### src/design/wav_riff_chunk_parser_top_defines.svh
// Assertion macros shared by the WAV parser RTL.
// No dependencies; included by the top level.
`ifndef WAV_RIFF_CHUNK_PARSER_TOP_DEFINES_SVH
`define WAV_RIFF_CHUNK_PARSER_TOP_DEFINES_SVH
`ifndef ASSERT_OFF
// same-cycle implication
`define WRP_ASSERT_IMP(lbl, clk, rst, ante, cons) \
  lbl: assert property (@(posedge clk) disable iff (rst) (ante) |-> (cons)) \
    else $error("wrp assertion failed");
// next-cycle implication
`define WRP_ASSERT_NXT(lbl, clk, rst, ante, cons) \
  lbl: assert property (@(posedge clk) disable iff (rst) (ante) |=> (cons)) \
    else $error("wrp assertion failed");
`else
`define WRP_ASSERT_IMP(lbl, clk, rst, ante, cons)
`define WRP_ASSERT_NXT(lbl, clk, rst, ante, cons)
`endif
`endif

### src/design/wrp_pkg.sv
// Types and constants of the WAV/RIFF chunk parser.
// No dependencies; used by every module of the parser.
package wrp_pkg;

  localparam int WRP_FIFO_DEPTH = 4;

  typedef enum logic [3:0] {
    PH_RIFF  = 4'd0,
    PH_RSIZE = 4'd1,
    PH_WAVE  = 4'd2,
    PH_CID   = 4'd3,
    PH_CSIZE = 4'd4,
    PH_FMT   = 4'd5,
    PH_SKIP  = 4'd6,
    PH_PAD   = 4'd7,
    PH_DATA  = 4'd8,
    PH_DONE  = 4'd9
  } phase_t;

  localparam logic [31:0] TAG_RIFF = 32'h5249_4646;
  localparam logic [31:0] TAG_WAVE = 32'h5741_5645;
  localparam logic [31:0] TAG_FMT  = 32'h666D_7420;
  localparam logic [31:0] TAG_DATA = 32'h6461_7461;

  localparam logic [3:0]  TAG_LAST_IDX = 4'd3;   // fourth byte of a tag or size
  localparam logic [3:0]  FMT_LAST_IDX = 4'd15;  // sixteenth fmt field byte
  localparam logic [31:0] FMT_BODY_LEN = 32'd16;
  localparam logic [15:0] FMT_PCM      = 16'd1;
  localparam logic [15:0] PCM_BITS     = 16'd16;

  localparam logic [1:0] KIND_SAMPLE = 2'd0;
  localparam logic [1:0] KIND_FORMAT = 2'd1;
  localparam logic [1:0] KIND_DONE   = 2'd2;

  localparam logic [1:0] ST_OK       = 2'd0;
  localparam logic [1:0] ST_BAD_TAG  = 2'd1;
  localparam logic [1:0] ST_BAD_FMT  = 2'd2;
  localparam logic [1:0] ST_MISSING  = 2'd3;

  // what one input byte produced: an optional main word and an optional done word
  typedef struct packed {
    logic               main_valid;
    logic [1:0]         main_kind;
    logic signed [15:0] sample;
    logic               chunk_start;
    logic [1:0]         main_status;
    logic               done_valid;
    logic [1:0]         done_status;
    logic [15:0]        channels;
    logic [31:0]        rate;
  } wrp_event_t;

endpackage

### src/design/wrp_front.sv
// Front end: byte-wise RIFF/WAVE parser, one byte per cycle while take is high.
// Depends on wrp_pkg; emits one event per byte that yields a result.
module wrp_front (
  input  logic               clk,
  input  logic               rst,
  input  logic               take,
  input  logic [7:0]         in_byte,
  input  logic               end_of_file,
  output logic               ev_valid,
  output wrp_pkg::wrp_event_t ev
);
  import wrp_pkg::*;

  phase_t      phase, phase_next;
  logic [3:0]  cnt, cnt_next;
  logic [31:0] tag_shift, tag_shift_next;
  logic [31:0] chunk_length, chunk_length_next;
  logic [15:0] format_code, format_code_next;
  logic [15:0] channel_count, channel_count_next;
  logic [31:0] rate_value, rate_value_next;
  logic [15:0] bits_value, bits_value_next;
  logic        saw_fmt, saw_fmt_next;
  logic        saw_data, saw_data_next;
  logic [7:0]  low_byte, low_byte_next;
  logic        first_word, first_word_next;

  logic [31:0] tag_in;
  logic [31:0] len_in;
  logic [15:0] bits_in;
  logic        tag_end;
  logic        tag_bad;
  logic        fmt_end;
  logic        fmt_bad;
  logic        len_one;

  assign tag_in  = {tag_shift[23:0], in_byte};
  assign len_in  = {in_byte, chunk_length[31:8]};
  assign bits_in = {in_byte, bits_value[7:0]};
  assign tag_end = (cnt == TAG_LAST_IDX);
  assign fmt_end = (cnt == FMT_LAST_IDX);
  assign tag_bad = (phase == PH_RIFF) ? (tag_in != TAG_RIFF) : (tag_in != TAG_WAVE);
  assign fmt_bad = (format_code != FMT_PCM) || (bits_in != PCM_BITS);
  assign len_one = (chunk_length == 32'd1);

  // next state
  always_comb begin
    phase_next         = phase;
    cnt_next           = cnt;
    tag_shift_next     = tag_shift;
    chunk_length_next  = chunk_length;
    format_code_next   = format_code;
    channel_count_next = channel_count;
    rate_value_next    = rate_value;
    bits_value_next    = bits_value;
    saw_fmt_next       = saw_fmt;
    saw_data_next      = saw_data;
    low_byte_next      = low_byte;
    first_word_next    = first_word;
    unique case (phase) inside
      PH_RIFF, PH_WAVE, PH_CID: begin
        tag_shift_next = tag_in;
        cnt_next       = cnt + 4'd1;
        if (tag_end) begin
          cnt_next = '0;
          if (phase == PH_CID) begin
            chunk_length_next = '0;
            phase_next        = PH_CSIZE;
          end else if (tag_bad) begin
            phase_next = PH_DONE;
          end else begin
            phase_next = (phase == PH_RIFF) ? PH_RSIZE : PH_CID;
          end
        end
      end
      PH_RSIZE: begin
        cnt_next = cnt + 4'd1;
        if (tag_end) begin
          cnt_next   = '0;
          phase_next = PH_WAVE;
        end
      end
      PH_CSIZE: begin
        chunk_length_next = len_in;
        cnt_next          = cnt + 4'd1;
        if (tag_end) begin
          cnt_next = '0;
          if (tag_shift == TAG_FMT) begin
            phase_next = PH_FMT;
          end else if (tag_shift == TAG_DATA) begin
            saw_data_next   = 1'b1;
            first_word_next = 1'b1;
            phase_next      = (len_in == '0) ? PH_CID : PH_DATA;
          end else if (len_in != '0) begin
            cnt_next   = {3'b000, len_in[0]};
            phase_next = PH_SKIP;
          end else begin
            phase_next = PH_CID;
          end
        end
      end
      PH_FMT: begin
        unique case (cnt)
          4'd0:    format_code_next   = {8'h00, in_byte};
          4'd1:    format_code_next   = {in_byte, format_code[7:0]};
          4'd2:    channel_count_next = {8'h00, in_byte};
          4'd3:    channel_count_next = {in_byte, channel_count[7:0]};
          4'd4:    rate_value_next    = {24'h000000, in_byte};
          4'd5:    rate_value_next    = {16'h0000, in_byte, rate_value[7:0]};
          4'd6:    rate_value_next    = {8'h00, in_byte, rate_value[15:0]};
          4'd7:    rate_value_next    = {in_byte, rate_value[23:0]};
          4'd14:   bits_value_next    = {8'h00, in_byte};
          4'd15:   bits_value_next    = bits_in;
          default: ;
        endcase
        cnt_next = cnt + 4'd1;
        if (fmt_end) begin
          cnt_next = '0;
          if (fmt_bad) begin
            phase_next = PH_DONE;
          end else begin
            saw_fmt_next = 1'b1;
            if (chunk_length > FMT_BODY_LEN) begin
              chunk_length_next = chunk_length - FMT_BODY_LEN;
              cnt_next          = {3'b000, chunk_length[0]};
              phase_next        = PH_SKIP;
            end else begin
              phase_next = PH_CID;
            end
          end
        end
      end
      PH_SKIP: begin
        chunk_length_next = chunk_length - 32'd1;
        if (len_one) begin
          phase_next = (cnt != '0) ? PH_PAD : PH_CID;
          cnt_next   = '0;
        end
      end
      PH_PAD: begin
        cnt_next   = '0;
        phase_next = PH_CID;
      end
      PH_DATA: begin
        chunk_length_next = chunk_length - 32'd1;
        cnt_next          = {3'b000, ~cnt[0]};
        if (!cnt[0]) begin
          low_byte_next = in_byte;
        end else begin
          first_word_next = 1'b0;
        end
        if (len_one) begin
          // odd length ends on a low byte: drop it and skip the pad
          phase_next = cnt[0] ? PH_CID : PH_PAD;
          cnt_next   = '0;
        end
      end
      PH_DONE: ;
      default: phase_next = PH_DONE;
    endcase
  end

  // result event for this byte
  always_comb begin
    ev          = '0;
    ev.channels = channel_count_next;
    ev.rate     = rate_value_next;
    unique case (phase) inside
      PH_RIFF, PH_WAVE: begin
        if (tag_end && tag_bad) begin
          ev.main_valid  = 1'b1;
          ev.main_kind   = KIND_DONE;
          ev.main_status = ST_BAD_TAG;
        end
      end
      PH_FMT: begin
        if (fmt_end) begin
          ev.main_valid  = 1'b1;
          ev.main_kind   = fmt_bad ? KIND_DONE : KIND_FORMAT;
          ev.main_status = fmt_bad ? ST_BAD_FMT : ST_OK;
        end
      end
      PH_DATA: begin
        if (cnt[0]) begin
          ev.main_valid  = 1'b1;
          ev.main_kind   = KIND_SAMPLE;
          ev.sample      = {in_byte, low_byte};
          ev.chunk_start = first_word;
        end
      end
      default: ;
    endcase
    if (end_of_file && (phase_next != PH_DONE)) begin
      ev.done_valid = 1'b1;
      if (phase_next <= PH_WAVE) begin
        ev.done_status = ST_BAD_TAG;
      end else begin
        ev.done_status = (saw_fmt_next && saw_data_next) ? ST_OK : ST_MISSING;
      end
    end
  end

  assign ev_valid = take && (ev.main_valid || ev.done_valid);

  // the final byte of a file puts the parser back to its reset state
  always_ff @(posedge clk) begin
    if (rst || (take && end_of_file)) begin
      phase         <= PH_RIFF;
      cnt           <= '0;
      tag_shift     <= '0;
      chunk_length  <= '0;
      format_code   <= '0;
      channel_count <= '0;
      rate_value    <= '0;
      bits_value    <= '0;
      saw_fmt       <= 1'b0;
      saw_data      <= 1'b0;
      low_byte      <= '0;
      first_word    <= 1'b0;
    end else if (take) begin
      phase         <= phase_next;
      cnt           <= cnt_next;
      tag_shift     <= tag_shift_next;
      chunk_length  <= chunk_length_next;
      format_code   <= format_code_next;
      channel_count <= channel_count_next;
      rate_value    <= rate_value_next;
      bits_value    <= bits_value_next;
      saw_fmt       <= saw_fmt_next;
      saw_data      <= saw_data_next;
      low_byte      <= low_byte_next;
      first_word    <= first_word_next;
    end
  end

endmodule

### src/design/wrp_fifo.sv
// Short event queue between the parser front end and the output stage.
// Depends on wrp_pkg for the event type and default depth.
module wrp_fifo #(
  parameter int DEPTH = wrp_pkg::WRP_FIFO_DEPTH
) (
  input  logic                clk,
  input  logic                rst,
  input  logic                push,
  input  wrp_pkg::wrp_event_t din,
  input  logic                pop,
  output wrp_pkg::wrp_event_t head,
  output logic                full,
  output logic                empty
);
  import wrp_pkg::*;

  localparam int AW = (DEPTH > 1) ? $clog2(DEPTH) : 1;
  localparam int CW = $clog2(DEPTH + 1);

  wrp_event_t    slots [DEPTH];
  logic [AW-1:0] wr_ptr;
  logic [AW-1:0] rd_ptr;
  logic [CW-1:0] count;

  function automatic logic [AW-1:0] ptr_inc(input logic [AW-1:0] p);
    ptr_inc = (p == AW'(DEPTH - 1)) ? '0 : p + AW'(1);
  endfunction

  assign full  = (count == CW'(DEPTH));
  assign empty = (count == '0);
  assign head  = slots[rd_ptr];

  always_ff @(posedge clk) begin
    if (push) begin
      slots[wr_ptr] <= din;
    end
  end

  always_ff @(posedge clk) begin
    if (rst) begin
      wr_ptr <= '0;
      rd_ptr <= '0;
      count  <= '0;
    end else begin
      if (push) begin
        wr_ptr <= ptr_inc(wr_ptr);
      end
      if (pop) begin
        rd_ptr <= ptr_inc(rd_ptr);
      end
      case ({push, pop})
        2'b10:   count <= count + CW'(1);
        2'b01:   count <= count - CW'(1);
        default: ;
      endcase
    end
  end

endmodule

### src/design/wrp_back.sv
// Output stage: expands queued events into result words on the master stream.
// Depends on wrp_pkg; reads the head of wrp_fifo.
module wrp_back (
  input  logic                clk,
  input  logic                rst,
  input  wrp_pkg::wrp_event_t head,
  input  logic                empty,
  output logic                pop,
  output logic                m_axis_tvalid,
  input  logic                m_axis_tready,
  output logic [71:0]         m_axis_tdata,
  output logic [1:0]          m_axis_tuser,
  output logic                m_axis_tlast
);
  import wrp_pkg::*;

  logic               out_valid;
  logic [1:0]         out_kind;
  logic signed [15:0] out_sample;
  logic               out_start;
  logic [15:0]        out_chans;
  logic [31:0]        out_rate;
  logic [1:0]         out_status;
  logic               out_last;
  logic               sub;       // main word of head already sent

  logic load;
  logic send_main;
  logic take_head;

  assign load      = !out_valid || m_axis_tready;
  assign take_head = load && !empty;
  assign send_main = head.main_valid && !sub;
  assign pop       = take_head && !(send_main && head.done_valid);

  always_ff @(posedge clk) begin
    if (rst) begin
      out_valid <= 1'b0;
      sub       <= 1'b0;
    end else if (load) begin
      out_valid <= !empty;
      if (take_head) begin
        sub <= send_main && head.done_valid;
      end
    end
  end

  always_ff @(posedge clk) begin
    if (take_head) begin
      out_chans <= head.channels;
      out_rate  <= head.rate;
      if (send_main) begin
        out_kind   <= head.main_kind;
        out_sample <= head.sample;
        out_start  <= head.chunk_start;
        out_status <= head.main_status;
        out_last   <= !head.done_valid;
      end else begin
        out_kind   <= KIND_DONE;
        out_sample <= '0;
        out_start  <= 1'b0;
        out_status <= head.done_status;
        out_last   <= 1'b1;
      end
    end
  end

  assign m_axis_tvalid = out_valid;
  assign m_axis_tdata  = {5'b00000, out_status, out_rate, out_chans, out_start, out_sample};
  assign m_axis_tuser  = out_kind;
  assign m_axis_tlast  = out_last;

endmodule

### src/design/wav_riff_chunk_parser_top.sv
// WAV/RIFF chunk parser, top level: front parser, event queue, output stage.
// Depends on wrp_pkg, wrp_front, wrp_fifo, wrp_back and the defines header.
//
// Takes a WAV file one byte per word on the slave stream (tlast on the final
// byte) and produces result words on the master stream. The parser accepts a
// byte every cycle; each byte only touches counters and shift registers, so
// the input runs at one byte per clock as long as the four-entry event queue
// has room. Output words leave one per clock while m_axis_tready is high: a
// byte normally yields none or one word, and the final byte may yield two (a
// sample or format report, then the done word), which the output stage sends
// one after the other. An accepted byte's first word reaches the master side
// through the queue write and then the output register. Words carry kind in
// tuser: sample, format found, or done/error; a done word always has tlast set
// and is the last word of its file; the final byte of a file puts the parser
// back in its reset state for the next file. Errors (bad RIFF/WAVE tag,
// format other than 16-bit PCM) are reported at once, and the remaining bytes
// of that file are swallowed. Odd chunks, data chunks included, are followed
// by a skipped pad byte; the unpaired last byte of an odd data chunk is
// dropped. No memory clearing is needed after reset.
module wav_riff_chunk_parser_top #(
  parameter int FIFO_DEPTH = wrp_pkg::WRP_FIFO_DEPTH
) (
  input  logic        clk,
  input  logic        rst,
  input  logic        s_axis_tvalid,
  output logic        s_axis_tready,
  input  logic [7:0]  s_axis_tdata,   // [7:0] in_byte
  input  logic        s_axis_tlast,   // end_of_file
  output logic        m_axis_tvalid,
  input  logic        m_axis_tready,
  output logic [71:0] m_axis_tdata,   // [15:0] sample, [16] chunk_start,
                                      // [32:17] channel count, [64:33] rate,
                                      // [66:65] status, [71:67] zero
  output logic [1:0]  m_axis_tuser,   // [1:0] kind
  output logic        m_axis_tlast    // last word for this byte
);
  import wrp_pkg::*;

`include "wav_riff_chunk_parser_top_defines.svh"

  logic       take;
  logic       ev_valid;
  wrp_event_t ev;
  wrp_event_t head;
  logic       q_full;
  logic       q_empty;
  logic       pop;

  assign s_axis_tready = !q_full;
  assign take          = s_axis_tvalid && s_axis_tready;

  wrp_front u_front (
    .clk         (clk),
    .rst         (rst),
    .take        (take),
    .in_byte     (s_axis_tdata),
    .end_of_file (s_axis_tlast),
    .ev_valid    (ev_valid),
    .ev          (ev)
  );

  wrp_fifo #(
    .DEPTH (FIFO_DEPTH)
  ) u_fifo (
    .clk   (clk),
    .rst   (rst),
    .push  (ev_valid),
    .din   (ev),
    .pop   (pop),
    .head  (head),
    .full  (q_full),
    .empty (q_empty)
  );

  wrp_back u_back (
    .clk           (clk),
    .rst           (rst),
    .head          (head),
    .empty         (q_empty),
    .pop           (pop),
    .m_axis_tvalid (m_axis_tvalid),
    .m_axis_tready (m_axis_tready),
    .m_axis_tdata  (m_axis_tdata),
    .m_axis_tuser  (m_axis_tuser),
    .m_axis_tlast  (m_axis_tlast)
  );

  // sample words never carry a status code
  `WRP_ASSERT_IMP(a_sample_status_ok, clk, rst,
    m_axis_tvalid && (m_axis_tuser == KIND_SAMPLE), m_axis_tdata[66:65] == ST_OK)
  // chunk_start only marks samples
  `WRP_ASSERT_IMP(a_start_on_sample, clk, rst,
    m_axis_tvalid && m_axis_tdata[16], m_axis_tuser == KIND_SAMPLE)
  // a done word always closes its byte
  `WRP_ASSERT_IMP(a_done_is_last, clk, rst,
    m_axis_tvalid && (m_axis_tuser == KIND_DONE), m_axis_tlast)
  // a word without tlast is followed at once by its done word
  `WRP_ASSERT_NXT(a_done_follows, clk, rst,
    m_axis_tvalid && m_axis_tready && !m_axis_tlast,
    m_axis_tvalid && (m_axis_tuser == KIND_DONE))

endmodule
### config.mk
export PLATFORM = sky130hd
export DESIGN_NAME = wav_riff_chunk_parser_top
export DESIGN_NICKNAME = d
export VERILOG_FILES = /design/src/design/wrp_pkg.sv /design/src/design/wrp_front.sv /design/src/design/wrp_fifo.sv /design/src/design/wrp_back.sv /design/src/design/wav_riff_chunk_parser_top.sv
export VERILOG_INCLUDE_DIRS = /design/src /design/src/design
export SDC_FILE = /design/constraint.sdc
export NUM_CORES = 1
export LEC_CHECK = 0
export ABC_AREA = 1
export BUFFER_PORTS_ARGS = -buffer_cell sky130_fd_sc_hd__clkbuf_2
export CELL_PAD_IN_SITES_DETAIL_PLACEMENT = 1
export CELL_PAD_IN_SITES_GLOBAL_PLACEMENT = 1
export CORE_MARGIN = 2
export CORE_UTILIZATION = 30
export DETAILED_ROUTE_END_ITERATION = 10
export GPL_ROUTABILITY_DRIVEN = 0
export PLACE_DENSITY_LB_ADDON = 0.1
export SYNTH_ARGS = -nofsm -noshare
export SYNTH_HDL_FRONTEND = slang
export SYNTH_SLANG_ARGS = --single-unit
### constraint.sdc
create_clock -name clk -period 8.24 [get_ports clk]
set_input_delay 1.236 -clock clk [delete_from_list [all_inputs] [get_ports clk]]
set_output_delay 1.236 -clock clk [all_outputs]
set_load 0.05 [all_outputs]
* After elaboration in Yosys (flattened, before gate mapping)
Memory sizes are Yosys's and may differ from the RTL's. A register that Yosys moved wholly into a read port is not among the register bits. Cells that the tools add are included.
Storage, ports and cells: output and inout port bits 77, bits in writable memories 292, logic and storage cells 198, flip-flop bits (word level) 234, memories 1
Memories:
- u_fifo.slots | depth 4, bits a word 73, read ports 1, clocked after memory_dff 1, write ports 1, RTL line wrp_fifo.sv:20 | wrp_event_t slots [DEPTH];
Operators by class: bitwise gates (word level) 3, add/sub/neg operators 7, order comparisons 2, muxes and demuxes 75, reduce and logical (&&, ||, !) cells 44, equal/unequal tests 41
Operators by type and width (number):
- case mux 32 bit (4 select lines) | 2
- two-way mux 32 bit | 6
- two-way mux 4 bit | 19
- equality test 32 x 31 -> 1 bit, second input constant | 2
- inequality test 32 x 31 -> 1 bit, second input constant | 2
- case mux 16 bit (2 select lines) | 2
- equality test 32 x 1 -> 1 bit, second input constant | 1
- equality test 4 x 3 -> 1 bit, second input constant | 8
- > comparator 32 x 5 -> 1 bit, second input constant | 1
- zero test 32 bit | 1
- case mux 4 bit (8 select lines) | 1
- nonzero test 32 bit | 1
- subtractor 32 x 1 -> 32 bit, second input constant | 1
- subtractor 32 x 5 -> 32 bit, second input constant | 1
- case mux 4 bit (6 select lines) | 1
- two-way mux 2 bit | 11
- two-way mux 3 bit | 7
- two-way mux 20 bit | 1
- two-way mux 1 bit | 18
- two-way mux 17 bit | 1
- equality test 4 x 2 -> 1 bit, second input constant | 4
- equality test 4 bit, second input constant | 4
- two-way mux 16 bit | 1
- inequality test 16 x 1 -> 1 bit, second input constant | 1
- other kinds (35) | 75

* Longest topological paths before layout
depth in word-level cells 13, depth in mapped cells 22, depth with buffers taken out 21

* By module
From an unflattened synthesis, not the netlist that was laid out.
Unflattened totals: cells, all modules 2324, area, all modules 22688.0 um2
Modules (own cells, without submodules):
- wrp_fifo | area an instance 11295.8 um2, cells each 766, sequential area each 8948.6 um2, instances 1
- wrp_front | area an instance 8916.1 um2, cells each 1414, sequential area each 3103.0 um2, instances 1
- wrp_back | area an instance 2462.4 um2, cells each 141, sequential area each 2142.1 um2, instances 1
- wav_riff_chunk_parser_top | area an instance 13.8 um2, cells each 3, sequential area each 0.0 um2, instances 1

* Least setup slack after synthesis
Ideal clock, no wire load.
kind in2reg, start input m_axis_tready, end register u_fifo.count[2], cell stages on the path 11, path buffers 0, arrival 6402 ps, path slack 1715 ps, path through nor2_1 -> a31oi_1 -> nand2_1 -> inv_1 -> ha_1 -> inv_1 -> fa_1 -> a21oi_1 -> o21ai_0 -> o21ai_0 -> a21oi_1
Between the ends: word-level cells in the longest chain between the ends 5, elaborated cells on any way between the ends 7, those cells by class eq/ne (2); mux (1); reduce/logical (4)
RTL lines:
- from (decl) | RTL line wav_riff_chunk_parser_top.sv:30 | input logic m_axis_tready,
- logical OR 1 bit * | RTL line wrp_back.sv:31 | assign load = !out_valid || m_axis_tready;
- logical AND 1 bit * | RTL line wrp_back.sv:32 | assign take_head = load && !empty;
- via u_back.take_head | RTL line wrp_back.sv:29 | logic take_head;
- logical AND 1 bit * | RTL line wrp_back.sv:34 | assign pop = take_head && !(send_main && head.done_valid);
- via pop | RTL line wav_riff_chunk_parser_top.sv:47 | logic pop;
- equality test 2 x 1 -> 1 bit or equality test 2 bit (tied branches) | RTL line wrp_fifo.sv:51 | case ({push, pop})
- case mux 3 bit (2 select lines) or nonzero test 2 bit (tied branches)
- to (signal assigned) | RTL line wrp_fifo.sv:52 | 2'b10: count <= count + CW'(1);
- to (signal assigned) | RTL line wrp_fifo.sv:53 | 2'b01: count <= count - CW'(1);
- to (decl) | RTL line wrp_fifo.sv:23 | logic [CW-1:0] count;
Mark *: on every way through the listed nets, which the timed path passes. The rest lies on a longest branch. A chain may end at the register's enable or synchronous reset.

* Worst setup path after layout
start register u_front.cnt[0], end memory u_fifo.slots[2][48] in the netlist's numbering (enable)
Between the ends: word-level cells in the longest chain between the ends 11, elaborated cells on any way between the ends 24, those cells by class eq/ne (3); mux (16); reduce/logical (5)
RTL lines:
- from (decl) | RTL line wrp_front.sv:15 | logic [3:0] cnt, cnt_next;
- from (signal assigned) | RTL line wrp_front.sv:221 | cnt <= cnt_next;
- nonzero test 4 bit | RTL line wrp_front.sv:135 | phase_next = (cnt != '0) ? PH_PAD : PH_CID;
- two-way mux 3 bit | RTL line wrp_front.sv:135
- two-way mux 4 bit | RTL line wrp_front.sv:134 | if (len_one) begin
- case mux 4 bit (8 select lines) | RTL line wrp_front.sv:59 | unique case (phase) inside
- inequality test 4 bit | RTL line wrp_front.sv:192 | if (end_of_file && (phase_next != PH_DONE)) begin
- logical AND 1 bit | RTL line wrp_front.sv:192
- two-way mux 3 bit | RTL line wrp_front.sv:192
- logical OR 1 bit * | RTL line wrp_front.sv:202 | assign ev_valid = take && (ev.main_valid || ev.done_valid);
- logical AND 1 bit * | RTL line wrp_front.sv:202
- two-way mux 1 bit * | RTL line wrp_fifo.sv:34 | if (push) begin
- two-way mux 1 bit (implied by the code) * | RTL line wrp_fifo.sv:35 | slots[wr_ptr] <= din;
- to (decl) | RTL line wrp_fifo.sv:20
Every way passes the cells marked *; elsewhere a longest branch is shown, timed or not.

==> results.cfg <==
[status]
status = completed

[final_layout]
fill_cells = 8420
fin_nets = 2389
final_area_sq_um = 25800
area_growth_pct = 14.8
final_util_pct = 34.8
layout-drive-gt1-share_pct = 10.5

[setup_path]
path_class = reg2reg
path_max_fanout = 55
setup.worst_path.end = u_fifo.slots[2][48]
r2r_slack_ns = 2.82
cp.required_ns = 8.47
reg2reg_to = u_fifo.slots[2][48]
endpoint_kind = register
r2r_start = u_front.cnt[0]
critPathLaunchType = register
arrival_ns = 5.65
r2r_cells = 14
worstSetupStartpoint = u_front.cnt[0]

[clock_tree]
cts_root_buf = clkbuf_16
clk_path_buf_depth = 3
ctsHoldBuffers = 0
htree_levels = 2
cts_setup_buffers = 0
cts_inserted_buffers = 61
cts_tree = built
clk_pin_slew_ns = 0.07
worstSkewPairLatency_ns = 0.66
numClockSinks = 528
cts_resized = 0

[power_and_ir_drop]
swShare_pct = 38.5
ir_drop_uv = 193
internal_power_mw = 5.50
clockPowerShare_pct = 30.1
power_density_nw_per_um2 = 346
p_leak_nw = 9.65
p_sw_mw = 3.44
pwr-share-seq_pct = 39.6
pwr-share-comb_pct = 30.3

[routing]
dr_total_vias = 16900
drt_first_iter_violations = 1052
met1_length_um = 32100
viasPerCell = 4.99
dr.pass1.iters = 5
top_layer = met4
wl_met2_um = 33800
drt-total-wl_um = 70100
wl_met3_um = 2280
ant_nets = 0
wire_per_inst_um = 20.7
drcViolationCount = 0

[floorplan]
dieArea_sq_um = 77300
ios = 90
die_w_um = 278
die-height_um = 278
start_util_pct = 30.3
coreArea_sq_um = 74300
rows = 100

[sta]
maxSlewHeadroom_pct = 24.2
tns_ns = 0
setup_viol = 0
worstMarginPinSlew_ns = 1.13
rsz0062_at_grt = no
drv_slew = 0
hold_viol_final = 0
fin_skew_ns = 0.0534
holdWs_ns = 0.462
setup_slack_ns = 2.82
period_share_pct = 65.8
period_minus_slack_ns = 5.42
fmax_mhz = 184

[yosys]
ys_seq_area_share_pct = 63.0
syn_inst = 2307
ys.flop_type = edfxtp_1
synth.cell_area_sq_um = 22500
synth_edf_count = 362
async_flop_share_pct = 0
yosysTopAreaCellShare_pct = 48.3
synth_cell_types = 51
synth_top_area_cell = edfxtp_1
yosys_warnings = 0
synth.top_cells.by_count = 362 x edfxtp_1, 357 x nor2_1, 295 x o21ai_0, 254 x nand2_1, 238 x inv_1
synth_most_common_cell = edfxtp_1
postSynthAreaPerCell_sq_um = 9.76
yosys-top-cells-area = edfxtp_1 48%, dfxtp_1 15%, o21ai_0 6.6%
ys_ff_latch = 528

[global_route]
antenna_found_initial = 1
grt_max_degree = 104
grt_pass1_vias = 17400
grt_usage_pct = 18.1
grt_overflow = 0
grt_first_pass_wirelength_um = 108000

[placed_design]
io_buffers = 84
placed_area_sq_um = 23900
pre_cts_ws_ns = 2.80
dp_hpwl_um = 44300

[min_path]
hold_path.class = reg2reg

[job]
max_cap_violations = 0
[worst min path at each step]
stage	start	to	slack [ns]	cells past startpoint
finish	u_front.format_code[11]	u_front.format_code[11]	0.46	2
floorplan	u_fifo.count[0]	u_fifo.count[0]	0.42	1
detailed placement	u_fifo.count[0]	u_fifo.count[0]	0.45	1
CTS	u_fifo.count[0]	u_fifo.count[0]	0.46	1
global route	u_front.format_code[13]	u_front.format_code[13]	0.49	2
global placement	u_fifo.count[0]	u_fifo.count[0]	0.45	1
[through the flow]
step,power (mW),cells
final,8.93,3383
after global placement,6.32,3266
after floorplan,5.52,2311
after global routing,9.46,3381
after detailed placement,6.37,3266
after CTS,9.10,3381
[cell families (layout without fill, tap and decap cells)]
family	Yosys count	in the layout	synth area share [%]
AND/OR/NAND/NOR	725	725	13.4
other	1	7	0.0167
AO/OA/AOI/OAI	666	666	16.0
XOR/XNOR	3	3	0.117
adder cells (fa/ha/maj)	16	16	0.922
buffers and inverters	368	469	6.49
flip-flops	528	528	63.0
[power by group through the flow]
stage               Combinational [mW]  Sequential (mW)  Clock, mW
global placement                  2.73             3.59          0
floorplan                         1.34             4.18          0
global route                      3.00             3.58       2.88
detailed placement                2.77             3.60          0
finish                            2.71             3.54       2.69
CTS                               2.78             3.55       2.77
[state kept, by name, indices dropped and copies added (netlist names), 32 cells and up, named ones only]
register / flops
u_front.chunk_length: 32
u_front.rate_value: 32
u_fifo.slots: 292
u_back.out_rate: 32
u_front.tag_shift: 32
[routing by layer]
metal,global-route usage (%),vias to the layer above
met5,0,-
met2,30.7,243
met1,23.7,8465
met3,2.48,111
li1,-,8059
met4,5.86,0
[placed cells by master (no fill, tap or decap), types with 11 or more instances in the layout]
master	netlist	routed
a21oi_1	202	202
clkinv_2	0	13
edfxtp_1	362	362
nor3_1	16	16
inv_1	238	237
nand3_1	43	43
clkbuf_16	0	61
buf_4	10	15
o21ai_0	295	294
o21ai_1	19	19
nor2_2	15	15
nor2_1	357	353
nand4_1	12	12
dfxtp_1	166	164
inv_2	11	11
clkbuf_2	0	84
o22ai_1	109	109
clkbuf_1	62	22
nand2_1	254	253
ha_1	15	15
[layout make-up]
cell class | count | area, sq um | share of cell area [%]
antenna | 2 | 5.00 | 0.0194
clock buffer | 94 | 1750 | 6.79
clock inverter | 21 | 236 | 0.915
inverter | 255 | 966 | 3.74
multi-input combinational | 1415 | 6940 | 26.9
sequential | 528 | 14200 | 54.9
tap | 969 | 1210 | 4.69
timing repair buffer | 99 | 533 | 2.06
[critical path, cell delays in order, from the launching register on]
cell	delay [ns]
dfxtp_1	0.70
ha_1	0.46
nand2_1	0.15
nor2_1	0.65
inv_1	0.49
o21ai_1	0.29
o21ai_0	0.10
a21oi_1	0.12
nand3_1	0.13
nand3_2	0.12
nand2_2	0.09
nand2_4	0.11
nand2_2	0.16
nor2_4	0.55
buf_4	0.86
No activity file was read; power rests on OpenSTA's default activity.
